===== src/hw/rtl/liu_pkg.sv =====
`timescale 1ns / 1ps
// ----------------------------------------------------------------------------
// liu_pkg
// Shared types and constants for the linear interpolation upsampler.
// ----------------------------------------------------------------------------
package liu_pkg;

  localparam int unsigned MAX_FACTOR_DEF   = 64;
  localparam int unsigned SAMPLE_WIDTH_DEF = 16;
  localparam int unsigned FACTOR_WIDTH     = 7;

  typedef enum logic [3:0] {
    ST_IDLE   = 4'b0001,
    ST_DIV    = 4'b0010,
    ST_INTERP = 4'b0100,
    ST_ORIG   = 4'b1000
  } seq_state_e;

endpackage


===== src/hw/rtl/linear_interpolation_upsampler.sv =====
`timescale 1ns / 1ps
// ----------------------------------------------------------------------------
// linear_interpolation_upsampler
// Raises the sample rate by the configured factor with linear interpolation.
// ----------------------------------------------------------------------------
// One sample is taken at a time. The first sample of a set, and every
// sample when the factor is zero or one, gives a single beat, the sample.
// Every other sample first runs a serial division of |cur - prev| by
// the factor (one quotient bit per cycle), then emits factor-1
// interpolated beats and the sample itself at one beat per cycle while
// the output is not stalled, from a running quotient and remainder. The
// input is stalled until the sample's own beat has been loaded into the
// output register. The factor register must only be written while the
// block is idle.
module linear_interpolation_upsampler
  import liu_pkg::*;
#(
  parameter int unsigned MAX_FACTOR   = MAX_FACTOR_DEF,
  parameter int unsigned SAMPLE_WIDTH = SAMPLE_WIDTH_DEF
) (
  input  logic                           clk_i,
  input  logic                           rst_ni,
  input  logic                           cfg_we_i,
  input  logic [FACTOR_WIDTH-1:0]        cfg_wdata_i,
  input  logic                           in_valid_i,
  output logic                           in_stall_o,
  input  logic signed [SAMPLE_WIDTH-1:0] sample_i,
  input  logic                           last_of_set_i,
  output logic                           out_valid_o,
  input  logic                           out_stall_i,
  output logic signed [SAMPLE_WIDTH-1:0] value_o,
  output logic                           is_original_o,
  output logic                           last_of_run_o
);

  localparam int unsigned W  = SAMPLE_WIDTH;
  localparam int unsigned FW = FACTOR_WIDTH;

  seq_state_e    state_q, state_d;
  logic [FW-1:0] factor_q;
  logic [FW-1:0] f_clamp;
  logic [W-1:0]  prev_q, prev_d;
  logic          have_q, have_d;
  logic [W-1:0]  cur_q, cur_d;
  logic          last_q, last_d;
  logic [FW-1:0] f_q, f_d;
  logic          neg_q, neg_d;
  logic [FW-1:0] cnt_q, cnt_d;
  logic [W-1:0]  a_q, a_d;
  logic [FW-1:0] b_q, b_d;
  logic [W-1:0]  acc_q, acc_d;
  logic [FW-1:0] r_q, r_d;

  logic          out_valid_q, out_valid_d;
  logic [W-1:0]  value_q, value_d;
  logic          orig_q, orig_d;
  logic          lrun_q, lrun_d;

  logic          accept;
  logic          load_ok;
  logic          div_start;
  logic          div_done;
  logic [W-1:0]  div_quot;
  logic [FW-1:0] div_rem;
  logic [W:0]    diff;
  logic [W-1:0]  mag;
  logic [FW:0]   r_sum;
  logic          wrap;
  logic [FW-1:0] r_nxt;
  logic [W-1:0]  acc_nxt;
  logic [W:0]    step_s;
  logic [W-1:0]  interp;

  always_comb begin
    if (factor_q == '0) begin
      f_clamp = FW'(1);
    end else if (factor_q > FW'(MAX_FACTOR)) begin
      f_clamp = FW'(MAX_FACTOR);
    end else begin
      f_clamp = factor_q;
    end
  end

  assign accept  = in_valid_i && (state_q == ST_IDLE);
  assign load_ok = !out_valid_q || !out_stall_i;

  assign diff = {sample_i[W-1], sample_i} - {prev_q[W-1], prev_q};
  assign mag  = diff[W] ? W'(-diff) : W'(diff);

  assign div_start = accept && have_q && (f_clamp != FW'(1));

  liu_div #(
    .DW(W),
    .VW(FW)
  ) u_div (
    .clk_i     (clk_i),
    .rst_ni    (rst_ni),
    .start_i   (div_start),
    .dividend_i(mag),
    .divisor_i (f_clamp),
    .done_o    (div_done),
    .quot_o    (div_quot),
    .rem_o     (div_rem)
  );

  // running quotient and remainder of k * |diff| / factor
  assign r_sum   = {1'b0, r_q} + {1'b0, b_q};
  assign wrap    = r_sum >= {1'b0, f_q};
  assign r_nxt   = wrap ? FW'(r_sum - {1'b0, f_q}) : FW'(r_sum);
  assign acc_nxt = W'({1'b0, acc_q} + {1'b0, a_q} + (W+1)'(wrap));
  assign step_s  = neg_q ? (W+1)'(-{1'b0, acc_nxt}) : {1'b0, acc_nxt};
  assign interp  = W'({prev_q[W-1], prev_q} + step_s);

  always_comb begin
    state_d     = state_q;
    prev_d      = prev_q;
    have_d      = have_q;
    cur_d       = cur_q;
    last_d      = last_q;
    f_d         = f_q;
    neg_d       = neg_q;
    cnt_d       = cnt_q;
    a_d         = a_q;
    b_d         = b_q;
    acc_d       = acc_q;
    r_d         = r_q;
    value_d     = value_q;
    orig_d      = orig_q;
    lrun_d      = lrun_q;
    out_valid_d = out_valid_q && out_stall_i;
    unique case (state_q)
      ST_IDLE: begin
        if (accept) begin
          cur_d   = sample_i;
          last_d  = last_of_set_i;
          f_d     = f_clamp;
          neg_d   = diff[W];
          cnt_d   = f_clamp - FW'(1);
          acc_d   = '0;
          r_d     = '0;
          state_d = div_start ? ST_DIV : ST_ORIG;
        end
      end
      ST_DIV: begin
        if (div_done) begin
          a_d     = div_quot;
          b_d     = div_rem;
          state_d = ST_INTERP;
        end
      end
      ST_INTERP: begin
        if (load_ok) begin
          value_d     = interp;
          orig_d      = 1'b0;
          lrun_d      = 1'b0;
          out_valid_d = 1'b1;
          acc_d       = acc_nxt;
          r_d         = r_nxt;
          cnt_d       = cnt_q - FW'(1);
          if (cnt_q == FW'(1)) begin
            state_d = ST_ORIG;
          end
        end
      end
      ST_ORIG: begin
        if (load_ok) begin
          value_d     = cur_q;
          orig_d      = 1'b1;
          lrun_d      = 1'b1;
          out_valid_d = 1'b1;
          prev_d      = cur_q;
          have_d      = !last_q;
          state_d     = ST_IDLE;
        end
      end
      default: begin
        state_d = ST_IDLE;
      end
    endcase
  end

  always_ff @(posedge clk_i or negedge rst_ni) begin
    if (!rst_ni) begin
      state_q     <= ST_IDLE;
      factor_q    <= FW'(1);
      prev_q      <= '0;
      have_q      <= 1'b0;
      cnt_q       <= '0;
      out_valid_q <= 1'b0;
    end else begin
      state_q     <= state_d;
      prev_q      <= prev_d;
      have_q      <= have_d;
      cnt_q       <= cnt_d;
      out_valid_q <= out_valid_d;
      if (cfg_we_i) begin
        factor_q <= cfg_wdata_i;
      end
    end
  end

  always_ff @(posedge clk_i) begin
    cur_q   <= cur_d;
    last_q  <= last_d;
    f_q     <= f_d;
    neg_q   <= neg_d;
    a_q     <= a_d;
    b_q     <= b_d;
    acc_q   <= acc_d;
    r_q     <= r_d;
    value_q <= value_d;
    orig_q  <= orig_d;
    lrun_q  <= lrun_d;
  end

  assign in_stall_o    = (state_q != ST_IDLE);
  assign out_valid_o   = out_valid_q;
  assign value_o       = value_q;
  assign is_original_o = orig_q;
  assign last_of_run_o = lrun_q;

`ifndef ASSERT_OFF
  a_last_is_orig: assert property (@(posedge clk_i) disable iff (!rst_ni)
    (out_valid_o && (last_of_run_o || is_original_o)) |-> (last_of_run_o && is_original_o))
    else $error("last beat and original flag disagree");

  a_busy_after_accept: assert property (@(posedge clk_i) disable iff (!rst_ni)
    (in_valid_i && !in_stall_o) |=> in_stall_o)
    else $error("input taken again right after a beat");

  a_interp_count: assert property (@(posedge clk_i) disable iff (!rst_ni)
    (state_q == ST_INTERP) |-> (cnt_q != '0))
    else $error("interpolation count ran out");

  a_div_done_state: assert property (@(posedge clk_i) disable iff (!rst_ni)
    div_done |-> (state_q == ST_DIV))
    else $error("division finished outside of division state");
`endif

endmodule


===== src/hw/rtl/liu_div.sv =====
`timescale 1ns / 1ps
// ----------------------------------------------------------------------------
// liu_div
// Serial restoring divider, one quotient bit per cycle.
// ----------------------------------------------------------------------------
module liu_div #(
  parameter int unsigned DW = 16,
  parameter int unsigned VW = 7
) (
  input  logic          clk_i,
  input  logic          rst_ni,
  input  logic          start_i,
  input  logic [DW-1:0] dividend_i,
  input  logic [VW-1:0] divisor_i,
  output logic          done_o,
  output logic [DW-1:0] quot_o,
  output logic [VW-1:0] rem_o
);

  localparam int unsigned CW = $clog2(DW + 1);

  logic          busy_q, busy_d;
  logic          done_q, done_d;
  logic [CW-1:0] cnt_q, cnt_d;
  logic [DW-1:0] quot_q, quot_d;
  logic [VW-1:0] rem_q, rem_d;
  logic [VW-1:0] dvs_q, dvs_d;
  logic [VW:0]   trial;
  logic          ge;

  assign trial = {rem_q, quot_q[DW-1]};
  assign ge    = trial >= {1'b0, dvs_q};

  always_comb begin
    busy_d = busy_q;
    done_d = 1'b0;
    cnt_d  = cnt_q;
    quot_d = quot_q;
    rem_d  = rem_q;
    dvs_d  = dvs_q;
    if (start_i) begin
      busy_d = 1'b1;
      cnt_d  = CW'(DW);
      quot_d = dividend_i;
      rem_d  = '0;
      dvs_d  = divisor_i;
    end else if (busy_q) begin
      quot_d = {quot_q[DW-2:0], ge};
      rem_d  = ge ? VW'(trial - {1'b0, dvs_q}) : VW'(trial);
      cnt_d  = cnt_q - CW'(1);
      if (cnt_q == CW'(1)) begin
        busy_d = 1'b0;
        done_d = 1'b1;
      end
    end
  end

  always_ff @(posedge clk_i or negedge rst_ni) begin
    if (!rst_ni) begin
      busy_q <= 1'b0;
      done_q <= 1'b0;
      cnt_q  <= '0;
    end else begin
      busy_q <= busy_d;
      done_q <= done_d;
      cnt_q  <= cnt_d;
    end
  end

  always_ff @(posedge clk_i) begin
    quot_q <= quot_d;
    rem_q  <= rem_d;
    dvs_q  <= dvs_d;
  end

  assign done_o = done_q;
  assign quot_o = quot_q;
  assign rem_o  = rem_q;

endmodule

===== config.mk =====
export PLATFORM = sky130hd
export DESIGN_NAME = linear_interpolation_upsampler
export DESIGN_NICKNAME = d
export VERILOG_FILES = /design/src/hw/rtl/liu_pkg.sv /design/src/hw/rtl/linear_interpolation_upsampler.sv /design/src/hw/rtl/liu_div.sv
export SDC_FILE = /design/constraint.sdc
export NUM_CORES = 1
export LEC_CHECK = 0
export ABC_AREA = 1
export BUFFER_PORTS_ARGS = -buffer_cell sky130_fd_sc_hd__buf_4
export CAP_MARGIN = 25
export CORE_ASPECT_RATIO = 1.75
export CORE_MARGIN = 8
export CORE_UTILIZATION = 58
export CTS_BUF_LIST = sky130_fd_sc_hd__clkbuf_4 sky130_fd_sc_hd__clkbuf_8
export DETAILED_ROUTE_END_ITERATION = 7
export PLACE_DENSITY = 0.76
export SYNTH_ARGS = -nofsm -noshare
export SYNTH_HDL_FRONTEND = slang
export SYNTH_HIERARCHICAL = 1
export SYNTH_SLANG_ARGS = --single-unit

===== constraint.sdc =====
create_clock -name clk_i -period 5.95 [get_ports clk_i]
set_input_delay 1.785 -clock clk_i [delete_from_list [all_inputs] [get_ports clk_i]]
set_output_delay 1.785 -clock clk_i [all_outputs]
set_load 0.01 [all_outputs]

# [Yosys cells after proc, flatten, opt, wreduce, memory -nomap -nowiden]
# Cells that the tools add are included.
# W data, S select, Z words.
[word_totals] ff_bits=161
[classes] n_addsub=12 order_cmp=3 n_eq_ne=13 n_mux=40 reduce_logical=19
[ops] cell="$mux W16" n=8
[ops] cell="$pmux W16 S2" n=2
[ops] cell="$mux W7" n=8
[ops] cell="$add A16 B16 Y16" n=2
[ops] cell="$neg A16 Y16" n=2
[ops] cell="$pmux W7 S2" n=2
[ops] cell="$mux W4" n=6
[ops] cell="$sub A16 B16 Y17" n=1
[ops] cell="$add A16 B1 Y16" n=1
[ops] cell="$ge A8 B7 Y1" n=2
[ops] cell="$pmux W4 S4" n=1
[ops] cell="$sub A7 B1 Y7 const B" n=2
[ops] cell="$sub A7 B7 Y7" n=2
[ops] cell="$mux W1" n=10
[ops] cell="$mux W5" n=2
[ops] cell="$add A7 B7 Y8" n=1
[ops] cell="$ne A2 B2 Y1 const B" n=4
[ops] cell="$eq A7 B1 Y1 const B" n=1
[ops] cell="$gt A7 B7 Y1 const B" n=1
[ops] cell="$logic_not A7 Y1" n=1
[ops] cell="$ne A7 B1 Y1 const B" n=1
[ops] cell="$reduce_and A2 Y1" n=3
[ops] cell="$reduce_and A3 Y1" n=2
[ops] cell="$reduce_bool A2 Y1" n=3
[ops] cell="14 further kinds" n=19

# [Longest topological paths before layout]
# Gate-level depths: netlist (run 1).
[logic_depth] depth_word=8 mapped_depth=44

# [Cells and area by module]
# Netlist (run 1), hierarchy kept.
[modules_own_cells] module="linear_interpolation_upsampler" n_inst=1 cells_per_inst=1128 area_per_inst_um2=8918.6 seq_area_each_um2=3545.9
[modules_own_cells] module="liu_div" n_inst=1 cells_per_inst=226 area_per_inst_um2=1924.3 seq_area_each_um2=1006.0

# [Least setup slack after synthesis (run 1)]
# OpenSTA, ideal clock, no wires.
[synth_timing] path_kind="flip-flop to flip-flop" from="register b_q[2]" to="register value_q[11], in the netlist value_o[11], data pin" t_arrival_ns=5.447 path_slack_ns=0.237 stages_incl_launch_ff=39 path_buffers=0 period_less_slack_ns=5.713 path_cell_list="edfxtp_1 -> ha_1 -> nand2_1 -> nand2_1 -> a31oi_1 -> xor2_1 -> inv_1 -> ha_1 -> nand2_1 -> inv_1 -> nand2_1 -> nand2_1 -> nand2_1 -> nand2_1 -> a21oi_1 -> o21ai_0 -> a21oi_1 -> nand2_2 -> [... 3 more ...] -> ha_1 -> nand3_1 -> nor2_1 -> inv_1 -> nor3_2 -> nand3_1 -> nor2_2 -> a21oi_1 -> xor2_1 -> inv_1 -> ha_1 -> a21oi_1 -> inv_1 -> a31oi_1 -> o21ai_0 -> or2_2 -> nand3_1 -> o21ai_0"
[synth_via] elab_chain_len=8
[synth_rtl] item="start, declared" line_no="linear_interpolation_upsampler.sv:50" source="logic [FW-1:0] b_q, b_d;"
[synth_rtl] item="start signal, assigned" line_no="linear_interpolation_upsampler.sv:208" source="b_q <= b_d;"
[synth_rtl] item="$add A7 B7 Y8 (*)" line_no="linear_interpolation_upsampler.sv:107" source="assign r_sum = {1'b0, r_q} + {1'b0, b_q};"
[synth_rtl] item="$ge A8 B7 Y1 (*)" line_no="linear_interpolation_upsampler.sv:108" source="assign wrap = r_sum >= {1'b0, f_q};"
[synth_rtl] item="$add A16 B1 Y16 (*)" line_no="linear_interpolation_upsampler.sv:110" source="assign acc_nxt = W'({1'b0, acc_q} + {1'b0, a_q} + (W+1)'(wrap));"
[synth_rtl] item="$neg A16 Y16" line_no="linear_interpolation_upsampler.sv:111" source="assign step_s = neg_q ? (W+1)'(-{1'b0, acc_nxt}) : {1'b0, acc_nxt};"
[synth_rtl] item="$mux W16 (*)" line_no="linear_interpolation_upsampler.sv:111"
[synth_rtl] item="$add A16 B16 Y16 (*)" line_no="linear_interpolation_upsampler.sv:112" source="assign interp = W'({prev_q[W-1], prev_q} + step_s);"
[synth_rtl] item="$mux W16 (*)" line_no="linear_interpolation_upsampler.sv:152" source="if (load_ok) begin"
[synth_rtl] item="$pmux W16 S2 (*)" line_no="linear_interpolation_upsampler.sv:131" source="unique case (state_q)"
[synth_rtl] item="via value_d[11]" line_no="linear_interpolation_upsampler.sv:55" source="logic [W-1:0] value_q, value_d;"
[synth_rtl] item="end signal, assigned" line_no="linear_interpolation_upsampler.sv:211" source="value_q <= value_d;"
[synth_rtl] item="end, declared" line_no="linear_interpolation_upsampler.sv:55"
# The timed path passes the listed nets; every way through them passes the cells marked *. The select of a mux whose other input is x is not followed.
# A chain may end at the register's enable or synchronous reset.

# [Worst setup path after layout (run 1)]
[layout_timing] from="register r_q[2]" to="register value_q[11], in the netlist value_o[11], data pin"
[layout_via] elab_chain_len=8
[layout_rtl] item="start, declared" line_no="linear_interpolation_upsampler.sv:52" source="logic [FW-1:0] r_q, r_d;"
[layout_rtl] item="start signal, assigned" line_no="linear_interpolation_upsampler.sv:210" source="r_q <= r_d;"
[layout_rtl] item="$add A7 B7 Y8 (*)" line_no="linear_interpolation_upsampler.sv:107"
[layout_rtl] item="$ge A8 B7 Y1 (*)" line_no="linear_interpolation_upsampler.sv:108"
[layout_rtl] item="$add A16 B1 Y16 (*)" line_no="linear_interpolation_upsampler.sv:110"
[layout_rtl] item="$neg A16 Y16" line_no="linear_interpolation_upsampler.sv:111"
[layout_rtl] item="$mux W16 (*)" line_no="linear_interpolation_upsampler.sv:111"
[layout_rtl] item="$add A16 B16 Y16 (*)" line_no="linear_interpolation_upsampler.sv:112"
[layout_rtl] item="$mux W16 (*)" line_no="linear_interpolation_upsampler.sv:152"
[layout_rtl] item="$pmux W16 S2 (*)" line_no="linear_interpolation_upsampler.sv:131"
[layout_rtl] item="via value_d[11]" line_no="linear_interpolation_upsampler.sv:55"
# Marked as above.

==> tab_implementation.tex, run 1 <==
\begin{tabular}{lr}
\hline
Metric & Value \\
\hline
\multicolumn{2}{l}{\textbf{CTS}} \\
CTS sink cnt & 161 \\
Total clock buffers created by CTS & 17 \\
CTS max path bufs & 2 \\
Root Buffer & sky130\_fd\_sc\_hd\_\_clkbuf\_8 \\
Clock tree from TritonCTS & built \\
Clock Pin Slew Worst Setup and Hold Paths & $\sim$0.10 ns \\
Number of H-tree levels & 4 \\
Latest clock arrival within the worst-skew pair & 0.47 ns \\
\multicolumn{2}{l}{\textbf{Worst setup path}} \\
Cell mode on critical path & sky130\_fd\_sc\_hd\_\_nand2\_2 \\
CP endpoint kind & flip-flop \\
End of the worst register-to-register path & value\_o[11] \\
Worst reg2reg path startpoint & r\_q[2] \\
Worst reg2reg setup slack & approximately 0.13 ns \\
Required time at the worst-slack endpoint & around 6.2 ns \\
Worst Path Max Fanout & 3 \\
Crit path buf inv count & 7 \\
Crit path arrival time & around 6 ns \\
Crit path launch & r\_q[2] \\
Number of cell instances on the worst register-to-register path & 37 \\
Slowest cell on the critical path & sky130\_fd\_sc\_hd\_\_fa\_2 \\
Largest delay contributor family on the critical path & adder cells \\
Highest cell delay on the worst timing path & between 0.5 and 0.6 ns \\
Capture point of the critical path & value\_o[11] \\
Category of the most critical setup path & flip-flop to flip-flop \\
Worst setup SP type & flip-flop \\
Critical path depth & 37 \\
\multicolumn{2}{l}{\textbf{STA}} \\
Number of slew-limit violations in the final report & 0 \\
RSZ-0062 raised after global routing & true \\
Post-layout min period & approximately 5.8 ns \\
Final critical-path share of the clock period & 97.9\% \\
Final setup violation count & 0 \\
Hold Fails Final Rpt & 0 \\
Slew at the pin closest to its max-slew limit & $\sim$0.73 ns \\
Setup Skew & 0.0201 ns \\
F\_max & between 150 and 200 MHz \\
Worst slew margin relative to its limit & about 51\% \\
\multicolumn{2}{l}{\textbf{Synthesis}} \\
Adder and majority gate portion of the synthesized area & roughly 10\% \\
Post-Synthesis Net Count & roughly 1500 \\
Cell count after synthesis & between 1000 and 1500 \\
Warning count from the yosys run & 6 \\
Proportion of netlist area held by the largest area contributor & a little under a third \\
Complex-gate fraction of the synthesized area & under 10\% \\
Basic-gate share of the synthesized area counting and, or, nand and nor cells & between 20\% and 30\% \\
Post-synthesis cell type count & 58 \\
Fraction of synthesis flops using an asynchronous set or reset pin & between 20\% and 30\% \\
Mux share of post-synthesis cell area & 0.104\% \\
Largest family of logic cells by synthesized area & simple AND/OR/NAND/NOR gates \\
Main area contributors after synthesis & sky130\_fd\_sc\_hd\_\_edfxtp\_1 31\%, sky130\_fd\_sc\_hd\_\_nand2\_1 13\%, sky130\_fd\_sc\_hd\_\_dfrtp\_1 9.5\% \\
Synth Cell Area & $\sim$11000 µm² \\
Number of enable flip-flop cells after synthesis & around 110 \\
Register bit total from synthesis & 161 \\
Sequential cell area fraction in the yosys report & around two fifths \\
Avg Inst Size Synth & 8.01 µm² \\
Post-synth top flop & sky130\_fd\_sc\_hd\_\_edfxtp\_1 \\
Top cell type by total area after synthesis & sky130\_fd\_sc\_hd\_\_edfxtp\_1 \\
Xor and xnor area share after synthesis & $\sim$4.5\% \\
\multicolumn{2}{l}{\textbf{Run}} \\
Max-Cap Viols & 0 \\
\multicolumn{2}{l}{\textbf{Layout}} \\
Combined area of the multi-input logic cells & 5700 µm² \\
Final non-filler cell area & approximately 13000 µm² \\
Most frequent standard cell in the layout excluding fill and tap cells & sky130\_fd\_sc\_hd\_\_nand2\_1 \\
P\&R area growth vs syn & 15.3\% \\
Sequential cell area in the final layout & about 4600 µm² \\
Final net count & around 1600 \\
Most used cells in the layout excluding fill and tap cells & 360 x sky130\_fd\_sc\_hd\_\_nand2\_1, 212 x sky130\_fd\_sc\_hd\_\_inv\_1, 111 x sky130\_fd\_sc\_hd\_\_edfxtp\_1 \\
Fill cell instance count of the final layout & 1516 \\
Number of antenna repair diodes & 0 \\
Layout cells sized above 1 & $\sim$16\% \\
Layout Cells excl Fill & between 1500 and 2000 \\
\multicolumn{2}{l}{\textbf{Placement}} \\
Final GP Congestion & between 0.8 and 0.9 \\
Dpl cells & between 1500 and 2000 \\
Dpl cell area & approximately 12000 µm² \\
Detailed placement HPWL & 20.4 mm \\
Number of buffer cells added on primary ports & between 40 and 50 \\
\multicolumn{2}{l}{\textbf{Global routing}} \\
Congestion Overflow GR & 0 \\
Largest net degree at the start of global routing & 44 \\
Aggregate global-route resource usage & between 20\% and 30\% \\
Vias in the first global route & between 9000 and 10000 \\
Number of antenna violations at the first check in global routing & 0 \\
First-pass GRT wire length & approximately 44 mm \\
\multicolumn{2}{l}{\textbf{Status}} \\
Outcome & finished, final reports clean \\
\multicolumn{2}{l}{\textbf{Detailed routing}} \\
Number of optimization iterations in the first detailed-route pass & 5 \\
Post-Route WL & roughly 27 mm \\
Post-DR wirelength/cell & 16.0 µm \\
Via-per-instance ratio & around 5.5 \\
Count of unresolved DRC violations after routing & 0 \\
Via count & between 9000 and 10000 \\
Number of DRC violations after detailed-routing iteration 0 & between 500 and 600 \\
Routed Antenna Nets & 0 \\
\multicolumn{2}{l}{\textbf{Die}} \\
I/O pin cnt & 49 \\
Starting density of the core & a little under 60\% \\
Die height & $\sim$200 µm \\
Std-Cell Rows & 66 \\
Area of the die & roughly 23000 µm² \\
Die X & 119 µm \\
Core region area & between 15000 and 20000 µm² \\
\multicolumn{2}{l}{\textbf{Hold path}} \\
Hold WC Path Type & flip-flop to flip-flop \\
\hline
\end{tabular}
-- metrics by stage --
stage / hold slack (ns) / setup TNS (ns) / utilization [%] / worst slack (ns)
global placement: 0.421 / 0 / 62.8 / 0.00817
detailed placement: 0.427 / -0.456 / 63.0 / -0.154
global route: 0.470 / -1.22 / 67.6 / -0.268
finish: 0.438 / 0 / 67.6 / 0.128
floorplan: 0.414 / 0 / - / 0.237
CTS: 0.441 / 0 / 65.6 / 0.00280
-- logic make-up after synthesis --
kind of cell / after synthesis
compound gates: 175
fa+ha+maj: 84
mux: 1
simple gates: 639
flops: 161
xor+xnor: 51
buf+inv: 243
-- worst min-delay path by stage --
stage | slack, ns | from | endpoint | cells after the start
6_report | 0.44 | last_q | have_q | 1
5_1_grt | 0.47 | u_div/quot_o[1] | a_q[1] | 0
4_1_cts | 0.44 | last_q | have_q | 1
3_5_place_dp | 0.43 | last_q | have_q | 1
3_3_place_gp | 0.42 | last_q | have_q | 1
2_1_floorplan | 0.41 | last_q | have_q | 1
-- layer usage --
metal / vias to the layer above / track usage [%] / routed length, µm
met4: 0 / 13.1 / 1340
li1: 4571 / - / -
met3: 91 / 2.95 / 1030
met2: 268 / 42.6 / 14300
met1: 4374 / 24.6 / 10400
met5: - / 0 / 0
-- cell usage after synthesis (all sizes together), types with 2 or more instances --
cell type / n
or2: 5
o211ai: 3
a21oi: 78
and2: 2
buf: 6
dfrtp: 41
nor2: 119
nand3: 93
dfxtp: 7
xnor2: 16
nor3: 11
o31ai: 3
clkbuf: 15
a31oi: 5
ha: 77
o21bai: 5
o21ai: 67
fa: 7
o22ai: 3
xor2: 35
edfxtp: 111
nand3b: 10
inv: 222
a21o: 4
dfstp: 2
nand2: 380
nand4: 18
-- what timing repair did --
action,CTS,global route
pin swaps,9,39
endpoints found under the setup margin,6,8
gates resized for setup,12,63
hold buffers,0,0
setup buffers,5,9
-- registers in the layout, summed over array words and instances, names as in the netlist, 4 cells and up --
signal,count
r_q,7
u_div/rem_o,7
b_q,7
u_div/quot_o,16
cnt_q,7
prev_q,16
u_div/dvs_q,7
acc_q,16
cur_q,16
f_q,7
a_q,16
value_o,16
u_div/cnt_q,5
factor_q,7
state_q,4
-- area by class of cell --
type                       instances  area share (%)
clock buffer                      17            1.87
clock inverter                    15            1.27
inverter                         222            6.70
multi-input combinational        950            45.5
sequential                       161            36.4
tap                              238            2.38
timing repair buffer              91            5.84
Power of run 1 is not shown: default switching activity piles up to over one toggle a cycle in this logic, so the estimate is an artifact.
==> inputs of run 2 (changes only) <==
Settings changed: SYNTH_HIERARCHICAL 1 to not set.
==> run 2 against run 1 <==
  * Hold slack improved by 0.0066 ns
  * First-iteration DRC count rose by 9.9%
  * Synthesized cell count is 2.6% lower
  * Critical path depth is 4 lower
  * Global-route usage fell by 0.58 points
  * Maximum frequency down 0.71%
  * Sequential share of layout area is 1.7 points higher
  * Synthesized area shrank 2.2%
  * Die area fell by 1.9%
  * Clock-buffer cell count grew 1
  * Sequential cell count unchanged
  * Critical path type unchanged
==> tab_implementation.tex, run 2 <==
\begin{tabular}{lr}
\hline
Metric & Value \\
\hline
\multicolumn{2}{l}{\textbf{Worst setup path}} \\
Slowest cell on the critical path & sky130\_fd\_sc\_hd\_\_fa\_2 \\
Required time at the worst-slack endpoint & between 6 and 7 ns \\
Worst Path Max Fanout & 4 \\
Category of the most critical setup path & flip-flop to flip-flop \\
CP endpoint kind & flip-flop \\
Crit path arrival time & $\sim$6 ns \\
Highest cell delay on the worst timing path & around 0.63 ns \\
Cell mode on critical path & sky130\_fd\_sc\_hd\_\_nand2\_2 \\
Worst setup SP type & flip-flop \\
\multicolumn{2}{l}{\textbf{STA}} \\
Final setup violation count & 0 \\
F\_max & $\sim$170 MHz \\
Hold Fails Final Rpt & 0 \\
Worst slew margin relative to its limit & a little under a third \\
Slew at the pin closest to its max-slew limit & 1.03 ns \\
RSZ-0062 raised after global routing & true \\
Final critical-path share of the clock period & 98.5\% \\
Final-layout setup total negative slack & 0 ns \\
Setup Skew & around 0.019 ns \\
Number of slew-limit violations in the final report & 0 \\
Post-layout min period & approximately 6 ns \\
\multicolumn{2}{l}{\textbf{CTS}} \\
Clock Pin Slew Worst Setup and Hold Paths & $\sim$0.090 ns \\
Latest clock arrival within the worst-skew pair & 0.46 ns \\
Number of H-tree levels & 4 \\
CTS max path bufs & 2 \\
Hold\_buf cts & 0 \\
CTS sink cnt & 161 \\
Clock tree from TritonCTS & built \\
Total clock buffers created by CTS & 17 \\
Root Buffer & sky130\_fd\_sc\_hd\_\_clkbuf\_8 \\
\multicolumn{2}{l}{\textbf{Detailed routing}} \\
Via count & between 8000 and 9000 \\
Post-DR wirelength/cell & about 16 µm \\
Post-Route WL & 26.0 mm \\
Count of unresolved DRC violations after routing & 0 \\
Number of DRC violations after detailed-routing iteration 0 & roughly 580 \\
Number of optimization iterations in the first detailed-route pass & 5 \\
Via-per-instance ratio & 5.51 \\
Routed Antenna Nets & 0 \\
\multicolumn{2}{l}{\textbf{Die}} \\
Area of the die & between 20000 and 25000 µm² \\
Core region area & 18000 µm² \\
Starting density of the core & between 50\% and 60\% \\
Std-Cell Rows & 65 \\
Die height & 195 µm \\
I/O pin cnt & 49 \\
Die X & 118 µm \\
\multicolumn{2}{l}{\textbf{Synthesis}} \\
Xor and xnor area share after synthesis & 4.20\% \\
Post-synthesis cell type count & around 50 \\
Complex-gate fraction of the synthesized area & under 10\% \\
Proportion of netlist area held by the largest area contributor & between 30\% and 40\% \\
Register bit total from synthesis & between 150 and 200 \\
Adder and majority gate portion of the synthesized area & a little over a tenth \\
Mux share of post-synthesis cell area & less than 1\% \\
Avg Inst Size Synth & slightly above 8 µm² \\
Warning count from the yosys run & 0 \\
Post-Synthesis Net Count & $\sim$1400 \\
Post-synth top flop & sky130\_fd\_sc\_hd\_\_edfxtp\_1 \\
Most frequent cell after synthesis & sky130\_fd\_sc\_hd\_\_nand2\_1 \\
Basic-gate share of the synthesized area counting and, or, nand and nor cells & $\sim$24\% \\
Sequential cell area fraction in the yosys report & a little over two fifths \\
Fraction of synthesis flops using an asynchronous set or reset pin & approximately a quarter \\
Synth Cell Area & about 11000 µm² \\
Largest family of logic cells by synthesized area & simple AND/OR/NAND/NOR gates \\
Cell count after synthesis & roughly 1300 \\
Top cell type by total area after synthesis & sky130\_fd\_sc\_hd\_\_edfxtp\_1 \\
Commonest cells post-synth & 341 x sky130\_fd\_sc\_hd\_\_nand2\_1, 209 x sky130\_fd\_sc\_hd\_\_inv\_1, 111 x sky130\_fd\_sc\_hd\_\_edfxtp\_1 \\
Main area contributors after synthesis & sky130\_fd\_sc\_hd\_\_edfxtp\_1 31\%, sky130\_fd\_sc\_hd\_\_nand2\_1 12\%, sky130\_fd\_sc\_hd\_\_dfrtp\_1 9.7\% \\
Number of enable flip-flop cells after synthesis & 111 \\
\multicolumn{2}{l}{\textbf{Global routing}} \\
Aggregate global-route resource usage & roughly 22\% \\
First-pass GRT wire length & 41.8 mm \\
Congestion Overflow GR & 0 \\
Largest net degree at the start of global routing & 44 \\
Vias in the first global route & between 8000 and 9000 \\
Number of antenna violations at the first check in global routing & 0 \\
\multicolumn{2}{l}{\textbf{Power}} \\
Leakage power figure & around 5.7 nW \\
PD cells & $\sim$620 nW/µm² \\
Peak supply drop & $\sim$0.00032 V \\
\multicolumn{2}{l}{\textbf{Layout}} \\
Fill cell instance count of the final layout & 1469 \\
Most used cells in the layout excluding fill and tap cells & 332 x sky130\_fd\_sc\_hd\_\_nand2\_1, 206 x sky130\_fd\_sc\_hd\_\_inv\_1, 111 x sky130\_fd\_sc\_hd\_\_edfxtp\_1 \\
Final net count & between 1000 and 1500 \\
P\&R area growth vs syn & 12.6\% \\
Final non-filler cell area & 11900 µm² \\
Layout cells sized above 1 & roughly 14\% \\
Number of antenna repair diodes & 0 \\
Sequential cell area in the final layout & approximately 4600 µm² \\
Most frequent standard cell in the layout excluding fill and tap cells & sky130\_fd\_sc\_hd\_\_nand2\_1 \\
Combined area of the multi-input logic cells & roughly 5400 µm² \\
\multicolumn{2}{l}{\textbf{Placement}} \\
Number of buffer cells added on primary ports & 48 \\
Final GP Congestion & just over 0.9 \\
Dpl cell area & $\sim$11000 µm² \\
Detailed placement HPWL & between 15 and 20 mm \\
\multicolumn{2}{l}{\textbf{Run}} \\
Max-Cap Viols & 0 \\
\multicolumn{2}{l}{\textbf{Status}} \\
Outcome & finished, final reports clean \\
\multicolumn{2}{l}{\textbf{Hold path}} \\
Hold WC Path Type & flip-flop to flip-flop \\
\hline
\end{tabular}
run 2: what timing repair did:
item,CTS,global route
buffers inserted,0,4
setup endpoints to repair,0,9
resized for setup,0,63
run 2: path summary, 6_finish.rpt:
kind,end,start,depth (start not counted),slack (ns)
worst min-delay path,have_q,last_q,1,0.44
max in group asynchronous,prev_q[14],rst_ni,1,4.20
worst max register to register,value_o[11],r_q[0],33,0.09
worst min register to register,have_q,last_q,1,0.44
min in group asynchronous,cnt_q[2],rst_ni,1,1.33
worst max-delay path,value_o[11],r_q[0],33,0.09
run 2: worst max-delay path, delay by kind of cell, from the launching register on:
family	cells	cell delay [ns]
adder cells (fa/ha/maj)	7	2.30
AO/OA/AOI/OAI	8	1.01
XOR/XNOR	2	0.38
AND/OR/NAND/NOR	12	1.21
flip-flops	1	0.38
buffers and inverters	4	0.32
run 2: stage by stage:
stage	worst slack, ns	total power, mW	hold WS (ns)	std cells	utilization (%)
after floorplan	0.470	5.06	0.414	1319	-
after global placement	0.155	6.04	0.423	1590	62.5
after detailed placement	0.0685	6.15	0.440	1590	62.5
after CTS	0.0104	6.98	0.453	1622	64.7
after global routing	-0.276	8.08	0.461	1626	66.5
final	0.0864	7.44	0.445	1626	66.5
run 2: cells by family after synthesis:
logic type	Yosys count
and+or+nand+nor	598
DFF	161
buffers and inverters	240
AOI/OAI and AO/OA	182
adders and majority gates	84
muxes	4
xor gates and xnor gates	50
run 2: layout make-up:
class | instances | share of cell area (%)
Multi-Input combinational cell | 918 | 45.4
Sequential cell | 161 | 38.1
Inverter | 220 | 6.93
Timing Repair Buffer | 61 | 3.83
Tap cell | 234 | 2.45
Clock buffer | 18 | 2.02
Clock inverter | 14 | 1.31
run 2: routing by layer:
metal  GRT usage [%]  routed length (µm)
met4            12.4                1150
met2            41.5               13800
met1            23.4                9900
met5               0                   0
met3            3.80                1170
run 2: where the power goes:
part | internal, mW | switching (mW) | total, mW
sequential | 1.75 | 0.259 | 2.01
clock | 0.384 | 0.434 | 0.818
combinational | 1.73 | 2.88 | 4.61
total | 3.87 | 3.57 | 7.44
Power figures use the tool's default switching activity.
